**src/rtl/core/nidv_pkg.sv**
```systemverilog
// ----------------------------------------------------------------------------
// nidv_pkg
// Shared types, codes and tables for the national ID validator with
// duplicate detection.
// ----------------------------------------------------------------------------
package nidv_pkg;

  // Fixed field widths
  localparam int unsigned KEY_W   = 41;
  localparam int unsigned COUNT_W = 16;
  localparam logic [3:0]  ID_LEN  = 4'd10;

  // Request operation codes
  localparam logic OP_CHAR  = 1'b0;
  localparam logic OP_CLEAR = 1'b1;

  // Verdict codes
  localparam logic [1:0] VERDICT_NEW = 2'd0;
  localparam logic [1:0] VERDICT_DUP = 2'd1;
  localparam logic [1:0] VERDICT_BAD = 2'd2;

  // Character bounds
  localparam logic [7:0] CHAR_UPPER_A = 8'h41;
  localparam logic [7:0] CHAR_UPPER_Z = 8'h5A;
  localparam logic [7:0] CHAR_DIGIT_0 = 8'h30;
  localparam logic [7:0] CHAR_DIGIT_9 = 8'h39;

  typedef struct packed {
    logic       op;
    logic [7:0] char_code;
    logic       last_char;
  } in_t;

  typedef struct packed {
    logic [1:0]         verdict;
    logic               store_full;
    logic [COUNT_W-1:0] count_new;
    logic [COUNT_W-1:0] count_dup;
    logic [COUNT_W-1:0] count_bad;
  } out_t;

  // Lookup request travelling along the store chain
  typedef struct packed {
    logic             vld;
    logic             good;
    logic             hit;
    logic             stored;
    logic [KEY_W-1:0] key;
  } qry_t;

  // Letter contribution to the weighted sum, already reduced mod 10:
  // tens digit of the letter code with weight 1, units digit with weight 9
  function automatic logic [3:0] letter_res(input logic [4:0] idx);
    logic [3:0] r;
    unique case (idx)
      5'd0:    r = 4'd1;
      5'd1:    r = 4'd0;
      5'd2:    r = 4'd9;
      5'd3:    r = 4'd8;
      5'd4:    r = 4'd7;
      5'd5:    r = 4'd6;
      5'd6:    r = 4'd5;
      5'd7:    r = 4'd4;
      5'd8:    r = 4'd9;
      5'd9:    r = 4'd3;
      5'd10:   r = 4'd2;
      5'd11:   r = 4'd2;
      5'd12:   r = 4'd1;
      5'd13:   r = 4'd0;
      5'd14:   r = 4'd8;
      5'd15:   r = 4'd9;
      5'd16:   r = 4'd8;
      5'd17:   r = 4'd7;
      5'd18:   r = 4'd6;
      5'd19:   r = 4'd5;
      5'd20:   r = 4'd4;
      5'd21:   r = 4'd3;
      5'd22:   r = 4'd1;
      5'd23:   r = 4'd3;
      5'd24:   r = 4'd2;
      5'd25:   r = 4'd0;
      default: r = 4'd0;
    endcase
    return r;
  endfunction

  // Weight of the digit at a given character position
  function automatic logic [3:0] digit_weight(input logic [3:0] pos);
    logic [3:0] w;
    unique case (pos)
      4'd1:    w = 4'd8;
      4'd2:    w = 4'd7;
      4'd3:    w = 4'd6;
      4'd4:    w = 4'd5;
      4'd5:    w = 4'd4;
      4'd6:    w = 4'd3;
      4'd7:    w = 4'd2;
      4'd8:    w = 4'd1;
      4'd9:    w = 4'd1;
      default: w = 4'd0;
    endcase
    return w;
  endfunction

  // Reduce a value below 128 modulo 10 by conditional subtraction
  function automatic logic [3:0] mod10_fold(input logic [6:0] v);
    logic [6:0] t;
    t = v;
    if (t >= 7'd80) t = t - 7'd80;
    if (t >= 7'd40) t = t - 7'd40;
    if (t >= 7'd20) t = t - 7'd20;
    if (t >= 7'd10) t = t - 7'd10;
    return t[3:0];
  endfunction

endpackage

```
**src/rtl/core/nidv_cell.sv**
```systemverilog
// ----------------------------------------------------------------------------
// nidv_cell
// One store entry of the lookup chain: compares the passing request with
// its key, claims the request's key if it is the first free entry reached
// by a miss, and hands the request on to the next cell.
// ----------------------------------------------------------------------------
module nidv_cell (
  input  logic           clk,
  input  logic           rst_n,
  input  logic           adv,
  input  logic           clr,
  input  nidv_pkg::qry_t qry_in,
  output nidv_pkg::qry_t qry_out
);

  logic                       used_r;
  logic [nidv_pkg::KEY_W-1:0] key_r;
  nidv_pkg::qry_t             qry_r, qry_nxt;
  logic                       match;
  logic                       claim;

  assign match = used_r && (key_r == qry_in.key);
  assign claim = qry_in.vld && qry_in.good && !used_r && !qry_in.hit && !qry_in.stored;

  // Mark hit or store on the request
  always_comb begin
    qry_nxt = qry_in;
    if (qry_in.vld && qry_in.good && match) begin
      qry_nxt.hit = 1'b1;
    end
    if (claim) begin
      qry_nxt.stored = 1'b1;
    end
  end

  // Advance the request and hold the entry valid flag
  always_ff @(posedge clk) begin
    if (!rst_n) begin
      used_r <= 1'b0;
      qry_r  <= '0;
    end else begin
      if (adv) begin
        qry_r <= qry_nxt;
      end
      if (clr) begin
        used_r <= 1'b0;
      end else if (adv && claim) begin
        used_r <= 1'b1;
      end
    end
  end

  // Key of the entry
  always_ff @(posedge clk) begin
    if (adv && claim) begin
      key_r <= qry_in.key;
    end
  end

  assign qry_out = qry_r;

endmodule

```
**config.mk**
```make
export PLATFORM = sky130hd
export DESIGN_NAME = nidv_cell
export DESIGN_NICKNAME = d
export VERILOG_FILES = /design/src/rtl/core/nidv_pkg.sv /design/src/rtl/core/nidv_cell.sv
export SDC_FILE = /design/constraint.sdc
export NUM_CORES = 1
export LEC_CHECK = 0
export BUFFER_PORTS_ARGS = -buffer_cell sky130_fd_sc_hd__buf_2
export CAP_MARGIN = 0
export CELL_PAD_IN_SITES_DETAIL_PLACEMENT = 1
export CELL_PAD_IN_SITES_GLOBAL_PLACEMENT = 1
export CORE_ASPECT_RATIO = 1.75
export CORE_MARGIN = 2
export CORE_UTILIZATION = 37
export DETAILED_ROUTE_END_ITERATION = 8
export MAX_ROUTING_LAYER = met4
export PLACE_DENSITY_LB_ADDON = 0.15
export SETUP_SLACK_MARGIN = 0.15
export SLEW_MARGIN = 20
export SYNTH_ARGS = -nofsm -noshare
export SYNTH_HDL_FRONTEND = slang
export SYNTH_SLANG_ARGS = --single-unit
```
**constraint.sdc**
```tcl
create_clock -name clk -period 2.72 [get_ports clk]
set_clock_uncertainty 0.05 [all_clocks]
set_input_delay 0.544 -clock clk [delete_from_list [all_inputs] [get_ports clk]]
set_output_delay 0.544 -clock clk [all_outputs]
set_load 0.02 [all_outputs]
```
* After elaboration in Yosys (flattened, before gate mapping)
Index checks and enable logic that the tools add are counted.
Cells by class: $add $sub $neg 0, $mul 0, shifts and indexed selects 0, div/mod/pow operators 0, reduce and logical (&&, ||, !) cells 11, magnitude comparators 0, muxes and demuxes 2, bitwise operators 1, equal/unequal tests 1
Operators by type and width (number):
- $eq 41x41->1 | 1
- $logic_and 1x1->1 | 7
- $logic_not 1->1 | 3
- $mux 1 | 2
- $reduce_or 2->1 | 1
- $not 1->1 | 1
Word-level totals: latch bits 0, memories 0, bits in registers 87, bits in writable memories 0, output and inout bits 45, memory bits (read-only) 0

* Depth between registers and ports, before layout
depth after elaboration 5, mapped depth 6, gate-level depth less buffers 5

* Worst setup path after synthesis
OpenSTA, ideal clock, no wires.
path type in2reg, from in adv, to reg key_r[0] in the netlist's numbering, enable pin, stages 4, setup slack 0.061 ns, data arrival time 2.201 ns, buffers on the path 1, required time 2.262 ns, cells stage by stage buf_4 -> nand3_2 -> or3_1 -> nor2_2
Between the ends: word-level cells in the longest chain between the ends 1
Ends and longest elaborated chain:
- start, declared | line nidv_cell.sv:10 | input logic adv,
- $logic_and 1x1->1 | line nidv_cell.sv:55 | if (adv && claim) begin
- end signal, assigned | line nidv_cell.sv:56 | key_r <= qry_in.key;
- end, declared | line nidv_cell.sv:17 | logic [nidv_pkg::KEY_W-1:0] key_r;
Every way passes these cells. A chain may end at the register's enable or synchronous reset.

==> run summary <==
CRITICAL PATH
------------------------------------------------------------------------------------
Arrival time at the worst endpoint                                           1.81 ns
Cell Chain, Critical Path                                               buf_2 -> buf_4 -> mux2_2 -> nand2_1 -> o31ai_1
Critical Path Fanout Max                                                          45
WS Path Type                                                               in -> reg
Nature of the critical path startpoint                                  primary input
Endpoint kind of the worst setup timing path                               flip-flop
Crit-path leading delay family                                          buffers and inverters
CP max-delay cell                                                       sky130_fd_sc_hd__buf_4
Bufs and invs on worst path                                                        2
Stage delay of the slowest cell on the critical path                         0.62 ns
Critical path data required time                                             2.89 ns

SYNTH
------------------------------------------------------------------------------------
Count of yosys warnings during synthesis                                           0
Sequential share of the synthesized area                                       0.629
Area of the mapped netlist                                               0.00342 mm2
Net count after synthesis                                                        297
Instance count of the mapped netlist                                             248
Flip-flop and latch count after synthesis                                         87
List of most frequent post-synthesis cells                              sky130_fd_sc_hd__dfxtp_1 (46), sky130_fd_sc_hd__mux2i_1 (44), sky130_fd_sc_hd__nor2b_1 (43)
Async S/R FF share, synth                                                          0
Synthesized area per cell                                                   13.8 um2
Yosys cell types                                                                  21
Most area-consuming cells after synthesis                               sky130_fd_sc_hd__edfxtp_1 (36%), sky130_fd_sc_hd__dfxtp_1 (27%), sky130_fd_sc_hd__mux2i_1 (13%)
Cell taking the most area after synthesis                               sky130_fd_sc_hd__edfxtp_1
Most used standard cell by instance count after synthesis               sky130_fd_sc_hd__dfxtp_1
Post-synth top area share                                                      0.360
Number of enable flip-flop cells after synthesis                                  41
Most frequently used flop master after synthesis                        sky130_fd_sc_hd__dfxtp_1

CTS
------------------------------------------------------------------------------------
Clock Tree Root                                                         sky130_fd_sc_hd__clkbuf_16
Clock-pin transition on the worst setup and hold timing paths                0.06 ns
TritonCTS Buffers                                                                  9
CTS tree                                                                        done
Number of levels the H-tree was split into                                         3
Resize count post-CTS                                                              0
Clock latency on the worst-skew pair                                         0.33 ns
Cts hold-fix bufs                                                                  0
Max Buffers Root-to-Sink                                                           2
Num Clock Sinks                                                                   87
Setup fix buffers added after clock tree synthesis                                 0

TIMING
------------------------------------------------------------------------------------
Slew at the pin closest to its max-slew limit                               0.778 ns
Achievable frequency                                                         609 MHz
Hold Worst Slack                                                            0.347 ns
Hold Violations, Final                                                             0
Headroom to the max-slew limit                                                 0.481
Number of max-slew violations in the final report                                  0
Final setup violation count                                                        0
RSZ-0062 raised after global routing                                              no
Final WS setup                                                               1.08 ns
Ratio of final minimum period to clock period                                  0.603
Accumulated negative setup slack                                                0 ns
Clock period minus final worst setup slack                                   1.64 ns

GLOBAL ROUTING
------------------------------------------------------------------------------------
Global-route congestion overflow total                                             0
Number of antenna violations at the first check in global routing                  0
Pin count of the biggest net entering global routing                              47
Via count of the first global-routing pass                                      2420
Total Routing Usage GR                                                         0.162
First-pass GRT wire length                                                   12.4 mm

POWER AND IR DROP
------------------------------------------------------------------------------------
Peak VDD IR                                                                   329 uV
Total power consumption of the routed design                                 2.91 mW
Cell leakage power                                                           1.82 nW
Power density relative to cell area                                       676 mW/mm2

ROUTING
------------------------------------------------------------------------------------
Count of nets left with antenna violations after detail routing                    0
Iteration count of the initial detailed-routing pass                               4
Post-route DRC                                                                     0
Average wire per cell in the routed design                                   15.5 um
DRC violation total after the first TritonRoute iteration                         74
Number of vias in the routed layout                                             2190
Overall routed net length                                                    7.29 mm
Routed vias/inst                                                                4.66

LAYOUT
------------------------------------------------------------------------------------
Multi-input logic area                                                   0.00123 mm2
Number of nets in the layout                                                     395
Non-filler cells, final                                                          470
Area taken by flip-flops and latches                                     0.00215 mm2
Growth of design area from synthesis to finish                                 25.8%
Layout fillers                                                                   993
Core utilization of the finished layout                                        0.476
Finished layout cell area                                                0.00431 mm2
Antenna diode instance count                                                       0
Fraction of layout cells with a size suffix above 1                            0.323

DIE
------------------------------------------------------------------------------------
Die area                                                                  0.0101 mm2
Starting density of the core                                                   0.379
Row count                                                                         46
I/O Pins                                                                          94
Height of the die                                                             131 um
Core footprint                                                           0.00904 mm2
Width of the die                                                             76.7 um

RUN STATUS
------------------------------------------------------------------------------------
Run status                                                              finished clean

PLACED DESIGN
------------------------------------------------------------------------------------
Worst-case setup slack after placement                                      0.712 ns
Weighted congestion at the end of routability-driven global placement          0.728
Cell total after placement                                                       455
Area of placed instances                                                 0.00403 mm2
Number of buffers added on ports                                                  93
Post-detail-place hpwl                                                       5.21 mm

RUN
------------------------------------------------------------------------------------
Count of maximum capacitance violations                                            0

HOLD PATH
------------------------------------------------------------------------------------
Path category of the worst min-delay check                                 in -> reg

-- cell usage in the layout (no fill, tap or decap), drive strengths merged --
cell type	instances
a21boi	1
buf	97
bufinv	1
clkbuf	10
clkinv	3
clkinvlp	1
dfxtp	46
edfxtp	41
mux2	1
mux2i	44
nand2	1
nand3	2
nand4	5
nor2	2
nor2b	43
nor3b	1
nor4	8
o31ai	1
or3	1
xnor2	13
xor2	28
-- where the power goes --
part,total [mW],internal (mW),switching (mW)
clock network,1.17,0.698,0.472
registers,1.45,1.42,0.0239
logic,0.293,0.126,0.167
total,2.91,2.25,0.663
-- cells by family after synthesis --
group,share of synthesized area
AOI/OAI and AO/OA,0.00439
xor gates and xnor gates,0.105
buffers and inverters,0.0135
DFF,0.629
muxes,0.132
and+or+nand+nor,0.116
-- layer usage --
metal / up-vias / part of all wire / track usage
met5: - / 0 / -
met4: 0 / 0.022 / 0.0758
met3: 13 / 0.033 / 0.0330
met2: 57 / 0.52 / 0.270
met1: 1058 / 0.42 / 0.183
li1: 1062 / - / -
-- registers in the layout, summed over array words and instances, names as in the netlist --
signal   flops
key_r       41
qry_out     45
used_r       1
-- final cells by class --
type                       count  area share
clock inverter                 5      0.0116
clock buffer                  10      0.0532
timing repair buffer          97       0.115
sequential                    87       0.500
tap                          120      0.0349
multi-input combinational    151       0.285
-- path summary, 6_finish.rpt --
kind / startpoint / endpoint / slack (ns) / cells past startpoint
max: adv / qry_out[42] / 1.08 / 5
min: clr / used_r / 0.35 / 2
max reg2reg: key_r[17] / qry_out[42] / 1.18 / 4
min reg2reg: qry_out[4] / qry_out[4] / 0.46 / 2
(Power assumes the default switching activity.)
