--- src/rtl/core/nidv_pkg.sv ---
// ----------------------------------------------------------------------------
// nidv_pkg
// Shared types, codes and tables for the national ID validator with
// duplicate detection.
// ----------------------------------------------------------------------------
package nidv_pkg;

  // Fixed field widths
  localparam int unsigned KEY_W   = 41;
  localparam int unsigned COUNT_W = 16;
  localparam logic [3:0]  ID_LEN  = 4'd10;

  // Request operation codes
  localparam logic OP_CHAR  = 1'b0;
  localparam logic OP_CLEAR = 1'b1;

  // Verdict codes
  localparam logic [1:0] VERDICT_NEW = 2'd0;
  localparam logic [1:0] VERDICT_DUP = 2'd1;
  localparam logic [1:0] VERDICT_BAD = 2'd2;

  // Character bounds
  localparam logic [7:0] CHAR_UPPER_A = 8'h41;
  localparam logic [7:0] CHAR_UPPER_Z = 8'h5A;
  localparam logic [7:0] CHAR_DIGIT_0 = 8'h30;
  localparam logic [7:0] CHAR_DIGIT_9 = 8'h39;

  typedef struct packed {
    logic       op;
    logic [7:0] char_code;
    logic       last_char;
  } in_t;

  typedef struct packed {
    logic [1:0]         verdict;
    logic               store_full;
    logic [COUNT_W-1:0] count_new;
    logic [COUNT_W-1:0] count_dup;
    logic [COUNT_W-1:0] count_bad;
  } out_t;

  // Lookup request travelling along the store chain
  typedef struct packed {
    logic             vld;
    logic             good;
    logic             hit;
    logic             stored;
    logic [KEY_W-1:0] key;
  } qry_t;

  // Letter contribution to the weighted sum, already reduced mod 10:
  // tens digit of the letter code with weight 1, units digit with weight 9
  function automatic logic [3:0] letter_res(input logic [4:0] idx);
    logic [3:0] r;
    unique case (idx)
      5'd0:    r = 4'd1;
      5'd1:    r = 4'd0;
      5'd2:    r = 4'd9;
      5'd3:    r = 4'd8;
      5'd4:    r = 4'd7;
      5'd5:    r = 4'd6;
      5'd6:    r = 4'd5;
      5'd7:    r = 4'd4;
      5'd8:    r = 4'd9;
      5'd9:    r = 4'd3;
      5'd10:   r = 4'd2;
      5'd11:   r = 4'd2;
      5'd12:   r = 4'd1;
      5'd13:   r = 4'd0;
      5'd14:   r = 4'd8;
      5'd15:   r = 4'd9;
      5'd16:   r = 4'd8;
      5'd17:   r = 4'd7;
      5'd18:   r = 4'd6;
      5'd19:   r = 4'd5;
      5'd20:   r = 4'd4;
      5'd21:   r = 4'd3;
      5'd22:   r = 4'd1;
      5'd23:   r = 4'd3;
      5'd24:   r = 4'd2;
      5'd25:   r = 4'd0;
      default: r = 4'd0;
    endcase
    return r;
  endfunction

  // Weight of the digit at a given character position
  function automatic logic [3:0] digit_weight(input logic [3:0] pos);
    logic [3:0] w;
    unique case (pos)
      4'd1:    w = 4'd8;
      4'd2:    w = 4'd7;
      4'd3:    w = 4'd6;
      4'd4:    w = 4'd5;
      4'd5:    w = 4'd4;
      4'd6:    w = 4'd3;
      4'd7:    w = 4'd2;
      4'd8:    w = 4'd1;
      4'd9:    w = 4'd1;
      default: w = 4'd0;
    endcase
    return w;
  endfunction

  // Reduce a value below 128 modulo 10 by conditional subtraction
  function automatic logic [3:0] mod10_fold(input logic [6:0] v);
    logic [6:0] t;
    t = v;
    if (t >= 7'd80) t = t - 7'd80;
    if (t >= 7'd40) t = t - 7'd40;
    if (t >= 7'd20) t = t - 7'd20;
    if (t >= 7'd10) t = t - 7'd10;
    return t[3:0];
  endfunction

endpackage

--- src/rtl/core/nidv_tok.sv ---
// ----------------------------------------------------------------------------
// nidv_tok
// Token front end: checks characters, keeps the check sum mod 10 and packs
// the ID key; issues one lookup request at each token end.
// ----------------------------------------------------------------------------
module nidv_tok (
  input  logic              clk,
  input  logic              rst_n,
  input  logic              take,
  input  logic              clr,
  input  logic [7:0]        char_code,
  input  logic              last_char,
  output nidv_pkg::qry_t    qry
);

  logic [3:0]                 pos_r, pos_nxt;
  logic                       bad_r, bad_nxt;
  logic [3:0]                 sum_r, sum_nxt;
  logic [nidv_pkg::KEY_W-1:0] key_r, key_nxt;

  logic       is_upper;
  logic       is_digit;
  logic [7:0] letter_off;
  logic [4:0] letter_idx;
  logic [3:0] digit;
  logic [7:0] term;

  // Classify the character
  assign is_upper   = (char_code >= nidv_pkg::CHAR_UPPER_A) &&
                      (char_code <= nidv_pkg::CHAR_UPPER_Z);
  assign is_digit   = (char_code >= nidv_pkg::CHAR_DIGIT_0) &&
                      (char_code <= nidv_pkg::CHAR_DIGIT_9);
  assign letter_off = char_code - nidv_pkg::CHAR_UPPER_A;
  assign letter_idx = letter_off[4:0];
  assign digit      = char_code[3:0];
  assign term       = {4'b0000, digit} * {4'b0000, nidv_pkg::digit_weight(pos_r)};

  // Advance the token state by one character
  always_comb begin
    pos_nxt = pos_r;
    bad_nxt = bad_r;
    sum_nxt = sum_r;
    key_nxt = key_r;
    if (pos_r >= nidv_pkg::ID_LEN) begin
      bad_nxt = 1'b1;
    end else if (pos_r == 4'd0) begin
      if (is_upper) begin
        sum_nxt = nidv_pkg::letter_res(letter_idx);
        key_nxt = {{(nidv_pkg::KEY_W-5){1'b0}}, letter_idx};
      end else begin
        bad_nxt = 1'b1;
      end
      pos_nxt = pos_r + 4'd1;
    end else begin
      if (is_digit) begin
        if ((pos_r == 4'd1) && (digit != 4'd1) && (digit != 4'd2)) begin
          bad_nxt = 1'b1;
        end
        sum_nxt = nidv_pkg::mod10_fold({3'b000, sum_r} + term[6:0]);
        key_nxt = {key_r[nidv_pkg::KEY_W-5:0], digit};
      end else begin
        bad_nxt = 1'b1;
      end
      pos_nxt = pos_r + 4'd1;
    end
  end

  // Issue the lookup request at token end
  always_comb begin
    qry.vld    = take && last_char;
    qry.good   = !bad_nxt && (pos_nxt == nidv_pkg::ID_LEN) && (sum_nxt == 4'd0);
    qry.hit    = 1'b0;
    qry.stored = 1'b0;
    qry.key    = key_nxt;
  end

  // Hold token state; drop it on clear or token end
  always_ff @(posedge clk) begin
    if (!rst_n || clr || (take && last_char)) begin
      pos_r <= 4'd0;
      bad_r <= 1'b0;
      sum_r <= 4'd0;
      key_r <= '0;
    end else if (take) begin
      pos_r <= pos_nxt;
      bad_r <= bad_nxt;
      sum_r <= sum_nxt;
      key_r <= key_nxt;
    end
  end

endmodule

--- config.mk ---
export PLATFORM = sky130hd
export DESIGN_NAME = nidv_tok
export DESIGN_NICKNAME = d
export VERILOG_FILES = /design/src/rtl/core/nidv_pkg.sv /design/src/rtl/core/nidv_tok.sv
export SDC_FILE = /design/constraint.sdc
export NUM_CORES = 1
export LEC_CHECK = 0
export BUFFER_PORTS_ARGS = -buffer_cell sky130_fd_sc_hd__buf_2
export CAP_MARGIN = 20
export CORE_ASPECT_RATIO = 0.75
export CORE_MARGIN = 2
export CORE_UTILIZATION = 58
export CTS_BUF_LIST = sky130_fd_sc_hd__clkbuf_16
export CTS_CLUSTER_SIZE = 12
export DETAILED_ROUTE_END_ITERATION = 16
export HOLD_SLACK_MARGIN = 0.12
export MAX_ROUTING_LAYER = met4
export PLACE_DENSITY = 0.84
export RECOVER_POWER = 50
export SETUP_SLACK_MARGIN = 0.3
export SYNTH_ARGS = -nofsm -noshare
export SYNTH_HDL_FRONTEND = slang
export SYNTH_SLANG_ARGS = --single-unit
--- constraint.sdc ---
create_clock -name clk -period 8 [get_ports clk]
set_clock_uncertainty 0.1 [all_clocks]
set_input_delay 0.8 -clock clk [delete_from_list [all_inputs] [get_ports clk]]
set_output_delay 0.8 -clock clk [all_outputs]
set_load 0.01 [all_outputs]
# Word level (Yosys, flattened, before mapping)
# Memories as Yosys holds them, arrays and structs flattened. A register that Yosys moved wholly into a read port is not among the register bits.
# Index checks and enable logic that the tools add are counted.
dict set report classes {
  n_addsub 7
  multipliers 1
  order_cmp 9
  n_eq_ne 4
  muxes 29
  n_reduce_logical 13
}
# cell count
set ops {}
lappend ops {{41-bit two-way mux} 4}
lappend ops {{7-bit two-way mux} 12}
lappend ops {{4-bit two-way mux} 8}
lappend ops {{8-bit by 6-bit >= comparator with 1-bit output, second input constant} 1}
lappend ops {{8-bit by 7-bit >= comparator with 1-bit output, second input constant} 1}
lappend ops {{8-bit by 6-bit <= comparator with 1-bit output, second input constant} 1}
lappend ops {{8-bit by 7-bit <= comparator with 1-bit output, second input constant} 1}
lappend ops {{4-bit logical NOT} 2}
lappend ops {{4-bit by 7-bit adder with 7-bit output} 1}
lappend ops {{7-bit by 4-bit >= comparator with 1-bit output, second input constant} 1}
lappend ops {{7-bit by 5-bit >= comparator with 1-bit output, second input constant} 1}
lappend ops {{7-bit by 6-bit >= comparator with 1-bit output, second input constant} 1}
lappend ops {{7-bit >= comparator, second input constant} 1}
lappend ops {{1-bit logical AND} 7}
lappend ops {{4-bit by 4-bit multiplier with 7-bit output} 1}
lappend ops {{7-bit by 5-bit subtractor with 7-bit output, second input constant} 1}
lappend ops {{7-bit by 6-bit subtractor with 7-bit output, second input constant} 1}
lappend ops {{7-bit subtractor, second input constant} 1}
lappend ops {{1-bit two-way mux} 5}
lappend ops {{5-bit by 1-bit subtractor with 5-bit output, second input constant} 1}
lappend ops {{4-bit by 1-bit adder with 4-bit output, second input constant} 1}
lappend ops {{4-bit by 1-bit == test with 1-bit output, second input constant} 1}
lappend ops {{4-bit == test, second input constant} 1}
lappend ops {{4-bit >= comparator, second input constant} 1}
lappend ops {{5 further kinds} 7}
dict set report word_totals {
  regBits 50
  mem_bits_ro 192
  inputBits 13
  output_inout_bits 45
  elab_cells 69
  mem_count 2
}
# name depth width read_ports rd_ports_with_merged_regs write_ports line_no
set memory_table {}
lappend memory_table {{(no name shown)} 32 4 1 0 0 nidv_pkg.sv:55} ;# unique case (idx)
lappend memory_table {{(no name shown)} 16 4 1 1 0 nidv_pkg.sv:90} ;# unique case (pos)

# Depth between registers and ports, before layout
# Gate-level depths: netlist of run 1.
dict set report depth {
  ltp_word 24
  ltp_mapped 26
  depth_no_buf 24
}

# Worst setup path after synthesis of run 1
# Ideal clock, no wire load.
dict set report synth_path {
  path_kind {input -> output}
  from {input char_code[2]}
  to {output qry[43] (netlist name)}
  arrival_time_ns 6.347
  required_ns 7.100
  slack_ns 0.753
  path_stages 25
  path_buffers 3
  path_cell_list {clkbuf_8 -> clkbuf_1 -> nand2_1 -> fa_1 -> fa_1 -> fa_1 -> inv_1 -> ha_1 -> buf_6 -> a211oi_2 -> or2_1 -> nand2_1 -> ha_1 -> nor2b_1 -> o21ai_0 -> o221ai_1 -> o221ai_1 -> a32oi_1 -> o22ai_4 -> ha_1 -> inv_1 -> nor4_1 -> a311o_1 -> o21ai_1 -> a221oi_2}
}
# item line_no
set synth_lines {}
lappend synth_lines {{from (decl)} nidv_tok.sv:11} ;# input logic [7:0] char_code,
lappend synth_lines {{to (decl)} nidv_tok.sv:13} ;# output nidv_pkg::qry_t qry

==> results of run 1 <==
-- registers in the layout, indices dropped and copies added, names as in the netlist, named ones only --
name,flops
key_r,41
bad_r,1
sum_r,4
pos_r,4
-- worst max-delay path, cell delays in order --
cell,delay (ps)
buf_2,180
nand2_1,100
fa_1,500
fa_1,520
fa_1,520
inv_1,70
ha_4,330
nor2_1,70
o21ba_2,250
nor2_1,130
inv_1,130
ha_4,310
nor2b_4,180
o21ai_0,130
o221ai_2,270
o221ai_2,160
a32oi_2,310
o22ai_4,120
ha_1,310
inv_1,70
nor4_1,330
a311o_1,180
o21ai_1,80
a221oi_2,290
buf_2,170
-- worst max path at each step --
| stage | to | slack, ps | startpoint | depth (start not counted) |
|---|---|---|---|---|
| 6_report | qry[43] | 580 | char_code[1] | 25 |
| 5_1_grt | qry[43] | 230 | char_code[1] | 25 |
| 4_1_cts | qry[43] | 310 | char_code[1] | 24 |
| 3_5_place_dp | qry[43] | 180 | char_code[1] | 24 |
| 3_3_place_gp | qry[43] | 450 | char_code[1] | 24 |
| 2_1_floorplan | qry[43] | 750 | char_code[2] | 25 |
-- cell usage after synthesis (3+ instances only) --
master    instances  share of area
xnor2_1           5         0.0096
nor2b_1           5         0.0068
dfxtp_1          54           0.24
nand3_1           7         0.0077
a211oi_1          5         0.0082
or2_1             3         0.0041
a32oi_1           4         0.0077
o22ai_1           5         0.0068
o221ai_1          5         0.0096
nor3_1            7         0.0077
xor2_1            7          0.013
buf_1             6         0.0049
or3_1             3         0.0041
nand2_1         104          0.085
o32a_1            3         0.0066
clkbuf_1         25          0.021
and2_1           13          0.018
o21ai_0          20          0.022
ha_1             26          0.071
o31ai_1           4         0.0066
o211ai_1          4         0.0066
a31oi_1           5         0.0068
inv_1            29          0.024
o21a_1            3         0.0049
a21o_1            3         0.0049
nand4_1           3         0.0041
a21oi_1          66          0.072
nor3b_1           3         0.0049
and3_1            5         0.0068
mux2i_1          45          0.098
fa_1              6          0.026
nor2_1           64          0.053
-- cell usage in the layout (no fill, tap or decap), drive strengths merged, types with 6 or more instances in the layout --
cell type	n
a21oi	66
ha	26
xor2	7
a211oi	8
nand3	7
clkbuf	8
and2	13
inv	30
nand2	105
mux2i	45
nor3	8
buf	62
o22ai	6
fa	6
dfxtp	54
o21ai	21
nor2	65
-- layer usage --
metal | part of all wire | up-vias | GRT usage
li1 | - | 2220 | -
met4 | 0.0056 | 0 | 0.0416
met1 | 0.47 | 2198 | 0.410
met3 | 0.083 | 10 | 0.0514
met2 | 0.44 | 213 | 0.415
met5 | 0 | - | -
-- kinds of logic after synthesis --
group | after synthesis | share of synthesized area
AOI/OAI and AO/OA | 163 | 0.247
xor gates and xnor gates | 13 | 0.0282
adders and majority gates | 32 | 0.0974
buffers and inverters | 66 | 0.0616
DFF | 54 | 0.236
muxes | 45 | 0.0985
other | 1 | 0.000820
and+or+nand+nor | 234 | 0.231
-- through the flow --
stage | setup WS, ps | utilization
4_1_cts | 307 | 0.647
5_1_grt | 233 | 0.655
3_3_place_gp | 454 | 0.628
6_report | 577 | 0.655
2_1_floorplan | 753 | -
3_5_place_dp | 184 | 0.628
-- area by class of cell --
| class | count | area [sq um] |
|---|---|---|
| clock inverter | 3 | 17.5 |
| inverter | 29 | 109 |
| timing repair buffer | 65 | 342 |
| multi-input combinational | 489 | 3290 |
| sequential | 54 | 1080 |
| fill | 636 | 2690 |
| clock buffer | 5 | 125 |
| tap | 105 | 131 |
-- repair_timing --
item,CTS,global route
endpoints found under the setup margin,1,1
setup buffers,0,1
endpoints found under the hold margin,0,0
resized for setup,2,10
gates cloned,0,0
pin swaps,0,3
-- power by group through the flow --
| stage | registers (mW) | clock network (mW) | logic, mW |
|---|---|---|---|
| final | 0.272 | 0.218 | 0.117 |
| after global routing | 0.272 | 0.225 | 0.127 |
| after global placement | 0.278 | 0 | 0.104 |
| after CTS | 0.272 | 0.216 | 0.110 |
| after detailed placement | 0.278 | 0 | 0.108 |
| after floorplan | 0.278 | 0 | 0.0850 |
==> results.sh, run 1 <==
export IMPL_ios=58
export IMPL_min_delay_path_class="reg2reg"
export IMPL_grt_overflow_total=0
export IMPL_status="finished with violations"
export IMPL_die_x_microns=107
export IMPL_synth_cells=608
export IMPL_cp_arrival_ps=6520
export IMPL_p_sw_frac=0.293
export IMPL_gp_congestion=0.982
export IMPL_num_rows=28
export IMPL_via_per_inst=6.19
export IMPL_cts_buffers=5
export IMPL_switchingPower_uw=178
export IMPL_finalSetupViolations=0
export IMPL_drcViolationCount=0
export IMPL_syn_area_sq_um=4570
export IMPL_fin_crit_sh=0.928
export IMPL_ff2ff_path_depth=23
export IMPL_drtPass1Iterations=5
export IMPL_fin_crit_ps=7420
export IMPL_io_buffer_count=55
export IMPL_grt_use_total=0.281
export IMPL_yosysSeqAreaShare=0.236
export IMPL_rsz0062_at_grt="false"
export IMPL_ant_nets=0
export IMPL_cp_end_kind="primary output"
export IMPL_setup_tns_ps=0
export IMPL_cap_violations=2
export IMPL_ys_flop_type="dfxtp_1"
export IMPL_synth_edf_count=0
export IMPL_grt_max_degree=46
export IMPL_cell_internal_pwr_uw=429
export IMPL_cts_sinks=54
export IMPL_fin_nets=689
export IMPL_yosys_register_bits=54
export IMPL_violations="max-capacitance violations, max-slew violations"
export IMPL_max_freq_ghz=0.135
export IMPL_yosys_warnings=0
export IMPL_htree_levels=2
export IMPL_antenna_cells=0
export IMPL_rrSetupSlack_ps=2130
export IMPL_vias=4641
export IMPL_min_from="bad_r$_SDFFE_PP0P_"
export IMPL_ir_drop_uv=112
export IMPL_power_density_nw_per_um2=119
export IMPL_worst_slew_pin_slew_ps=3130
export IMPL_clkTransAtPathRegs_ps=70
export IMPL_hold_worst_slack_ps=374
export IMPL_antenna_found_initial=0
export IMPL_cp_start_kind="input port"
export IMPL_stdcell_area_sq_um=5090
export IMPL_drive_gt1_frac=0.160
export IMPL_crit_fanout=11
export IMPL_cp_data_required_time_ps=7100
export IMPL_synth_avg_cell_area_sq_um=7.52
export IMPL_whs_path_depth=1
export IMPL_wl_per_cell_microns=16.4
export IMPL_syn_to_final_growth_pct=11.3
export IMPL_grt_pass1_wl_mm=19.2
export IMPL_drt_iter0_drc=492
export IMPL_grt_pass1_vias=4011
export IMPL_clk_latency_ps=290
export IMPL_combPwrFrac=0.193
export IMPL_initial_utilization=0.588
export IMPL_hold_path_end="bad_r$_SDFFE_PP0P_"
export IMPL_hold_buffers=0
export IMPL_chipHeight_microns=80.9
export IMPL_postSynth_asyncResetShare=0
export IMPL_dp_hpwl_mm=8.77
export IMPL_wl_mm=12.3
export IMPL_post_place_cells=741
export IMPL_synth_distinct_cells=79
export IMPL_hold_viol=0
export IMPL_dieArea_sq_um=8620
export IMPL_p_leak_nw=2.22
export IMPL_clk_path_buf_depth=2
export IMPL_slew_headroom=-1.09
export IMPL_path_class="in2out"
export IMPL_power_frac_seq=0.448
export IMPL_finalMaxSlewViolations=92
export IMPL_fp_coreArea_sq_um=7780
export IMPL_p_total_uw=607
export IMPL_cts_tree="done"
export IMPL_clockRootBuffer="clkbuf_16"
export IMPL_power_frac_clock=0.358
export IMPL_dpl_cell_area_sq_um=4880
export IMPL_fin_cells=750
export IMPL_r2r_end="sum_r[2]$_SDFFE_PP0P_"
Power figures use the tool's default switching activity.
==> run 2: changes to the inputs <==
==> constraint.sdc (replaced) <==
create_clock -name clk -period 8.2 [get_ports clk]
set_clock_uncertainty 0.1 [all_clocks]
set_input_delay 0.82 -clock clk [delete_from_list [all_inputs] [get_ports clk]]
set_output_delay 0.82 -clock clk [all_outputs]
set_load 0.01 [all_outputs]
==> results.sh, run 2 (synthesis results as in run 1) <==
export IMPL_status="finished with violations"
export IMPL_violations="max-capacitance violations, max-slew violations"
export IMPL_utilization=0.658
export IMPL_clk_path_buf_depth=2
export IMPL_clkTransAtPathRegs_ps=70
export IMPL_p_leak_nw=2.23
export IMPL_regMostFlops="key_r"
export IMPL_clk_latency_ps=300
export IMPL_switchingPower_uw=180
export IMPL_cts_buffers=5
export IMPL_crit_top_cell="fa_1"
export IMPL_fin_cells=749
export IMPL_ant_nets=0
export IMPL_post_place_cells=739
export IMPL_cp_top_family="adder cells"
export IMPL_grt_pass1_vias=4107
export IMPL_cp_data_required_time_ps=7280
export IMPL_worst_slew_pin_slew_ps=3030
export IMPL_cp_cell_sequence="clkbuf_4, nand2_1, fa_1, fa_1, fa_1, inv_1, ha_4, a211oi_4, or2_1, nand2_1, ha_4, nor2b_2, o21ai_0, o221ai_1, o221ai_1, a32oi_2, o22ai_4, ha_1, inv_1, nor4_1, a311o_1, o21ai_1, a221oi_2, buf_2"
export IMPL_max_freq_ghz=0.130
export IMPL_rrSetupSlack_ps=2130
export IMPL_finalSetupViolations=0
export IMPL_drive_gt1_frac=0.157
export IMPL_mostFrequentLayoutCell="nand2_1"
export IMPL_dieArea_sq_um=8620
export IMPL_cap_violations=2
export IMPL_fp_coreArea_sq_um=7780
export IMPL_syn_to_final_growth_pct=11.9
export IMPL_via_per_inst=6.25
export IMPL_chipHeight_microns=80.9
export IMPL_slew_headroom=-1.02
export IMPL_cts_sinks=54
export IMPL_hold_viol=0
export IMPL_top_regs="key_r (41), pos_r (4), sum_r (4)"
export IMPL_hold_worst_slack_ps=378
export IMPL_grt_use_total=0.283
export IMPL_p_sw_frac=0.284
export IMPL_antenna_found_initial=0
export IMPL_vias=4681
export IMPL_grt_pass1_wl_mm=19.4
export IMPL_layout_common_cells="104 x nand2_1, 66 x a21oi_1, 63 x nor2_1, 54 x dfxtp_1, 52 x buf_2"
export IMPL_dp_hpwl_mm=8.70
export IMPL_io_buffer_count=55
export IMPL_slowest_stage="fa_1"
export IMPL_grt_max_degree=46
export IMPL_num_rows=28
export IMPL_clockRootBuffer="clkbuf_16"
export IMPL_grt_overflow_total=0
export IMPL_cp_end_kind="primary output"
export IMPL_min_delay_path_class="reg2reg"
export IMPL_drcViolationCount=0
export IMPL_setup_tns_ps=0
export IMPL_finalMaxSlewViolations=92
export IMPL_power_frac_clock=0.400
export IMPL_drtPass1Iterations=5
export IMPL_cp_arrival_ps=6770
export IMPL_die_x_microns=107
export IMPL_cp_num_buf_inv=4
export IMPL_dpl_cell_area_sq_um=4870
export IMPL_gp_congestion=1.03
export IMPL_initial_utilization=0.588
export IMPL_stdcell_area_sq_um=5120
export IMPL_fin_nets=688
export IMPL_wl_mm=12.4
export IMPL_ir_drop_uv=128
export IMPL_fin_crit_ps=7690
export IMPL_htree_levels=2
export IMPL_max_stage_delay_ps=510
export IMPL_ios=58
export IMPL_path_class="in2out"
export IMPL_fin_crit_sh=0.938
export IMPL_power_frac_seq=0.420
export IMPL_antenna_cells=0
export IMPL_wl_per_cell_microns=16.5
export IMPL_cell_internal_pwr_uw=452
export IMPL_cp_start_kind="input port"
export IMPL_cts_tree="done"
export IMPL_power_density_nw_per_um2=124
export IMPL_drt_iter0_drc=536
export IMPL_rsz0062_at_grt="false"
export IMPL_hold_buffers=0
export IMPL_largest_reg_flops=41
export IMPL_combPwrFrac=0.181
export IMPL_crit_fanout=16
run 2: power by group through the flow:
stage / registers, mW / logic, mW / clock network (mW)
finish: 0.265 / 0.114 / 0.253
floorplan: 0.271 / 0.0829 / 0
detailed placement: 0.272 / 0.104 / 0
CTS: 0.265 / 0.106 / 0.251
global route: 0.266 / 0.122 / 0.261
global placement: 0.271 / 0.100 / 0
run 2: worst reg2reg max path: stages (launching register included):
cell	delay, ps
dfxtp_1	420
nand2_1	110
fa_1	510
fa_1	510
fa_1	520
inv_1	60
ha_4	280
a211oi_4	300
or2_1	240
nand2_1	160
ha_4	330
nor2b_2	200
o21ai_0	130
o221ai_1	300
o221ai_1	220
a32oi_2	320
o22ai_4	120
ha_1	300
inv_1	90
a21boi_0	110
a311o_1	350
or2_1	210
a21oi_1	120
run 2: cell type report:
class	count	area, sq um
flip-flops and latches	54	1080
clock buffers	5	125
inverters	29	109
well taps	105	131
clock inverters	3	48.8
repair buffers	64	339
fillers	625	2660
multi-input cells	489	3280
run 2: worst paths after layout:
path                                          from               endpoint  depth (start not counted)
worst min-delay path            bad_r$_SDFFE_PP0P_     bad_r$_SDFFE_PP0P_                          1
worst max register to register           flip-flop  sum_r[2]$_SDFFE_PP0P_                         22
worst max-delay path                  char_code[0]                qry[43]                         24
worst min register to register  bad_r$_SDFFE_PP0P_     bad_r$_SDFFE_PP0P_                          1
run 2: repair_timing:
item	in CTS	in global routing
hold endpoints to repair	0	0
gates resized for setup	3	10
pin swaps	0	2
endpoints found under the setup margin	1	1
buffers inserted	0	2
run 2: metal layers:
metal | wire [microns] | GRT usage
met1 | 5550 | 0.407
met2 | 5500 | 0.411
met3 | 1190 | 0.0554
met4 | 134 | 0.0610
met5 | 0 | -
run 2: through the flow:
step | power, mW | worst slack (ps)
after floorplan | 0.354 | 913
after global routing | 0.649 | 247
final | 0.632 | 510
after global placement | 0.372 | 557
after detailed placement | 0.375 | 231
after CTS | 0.623 | 319
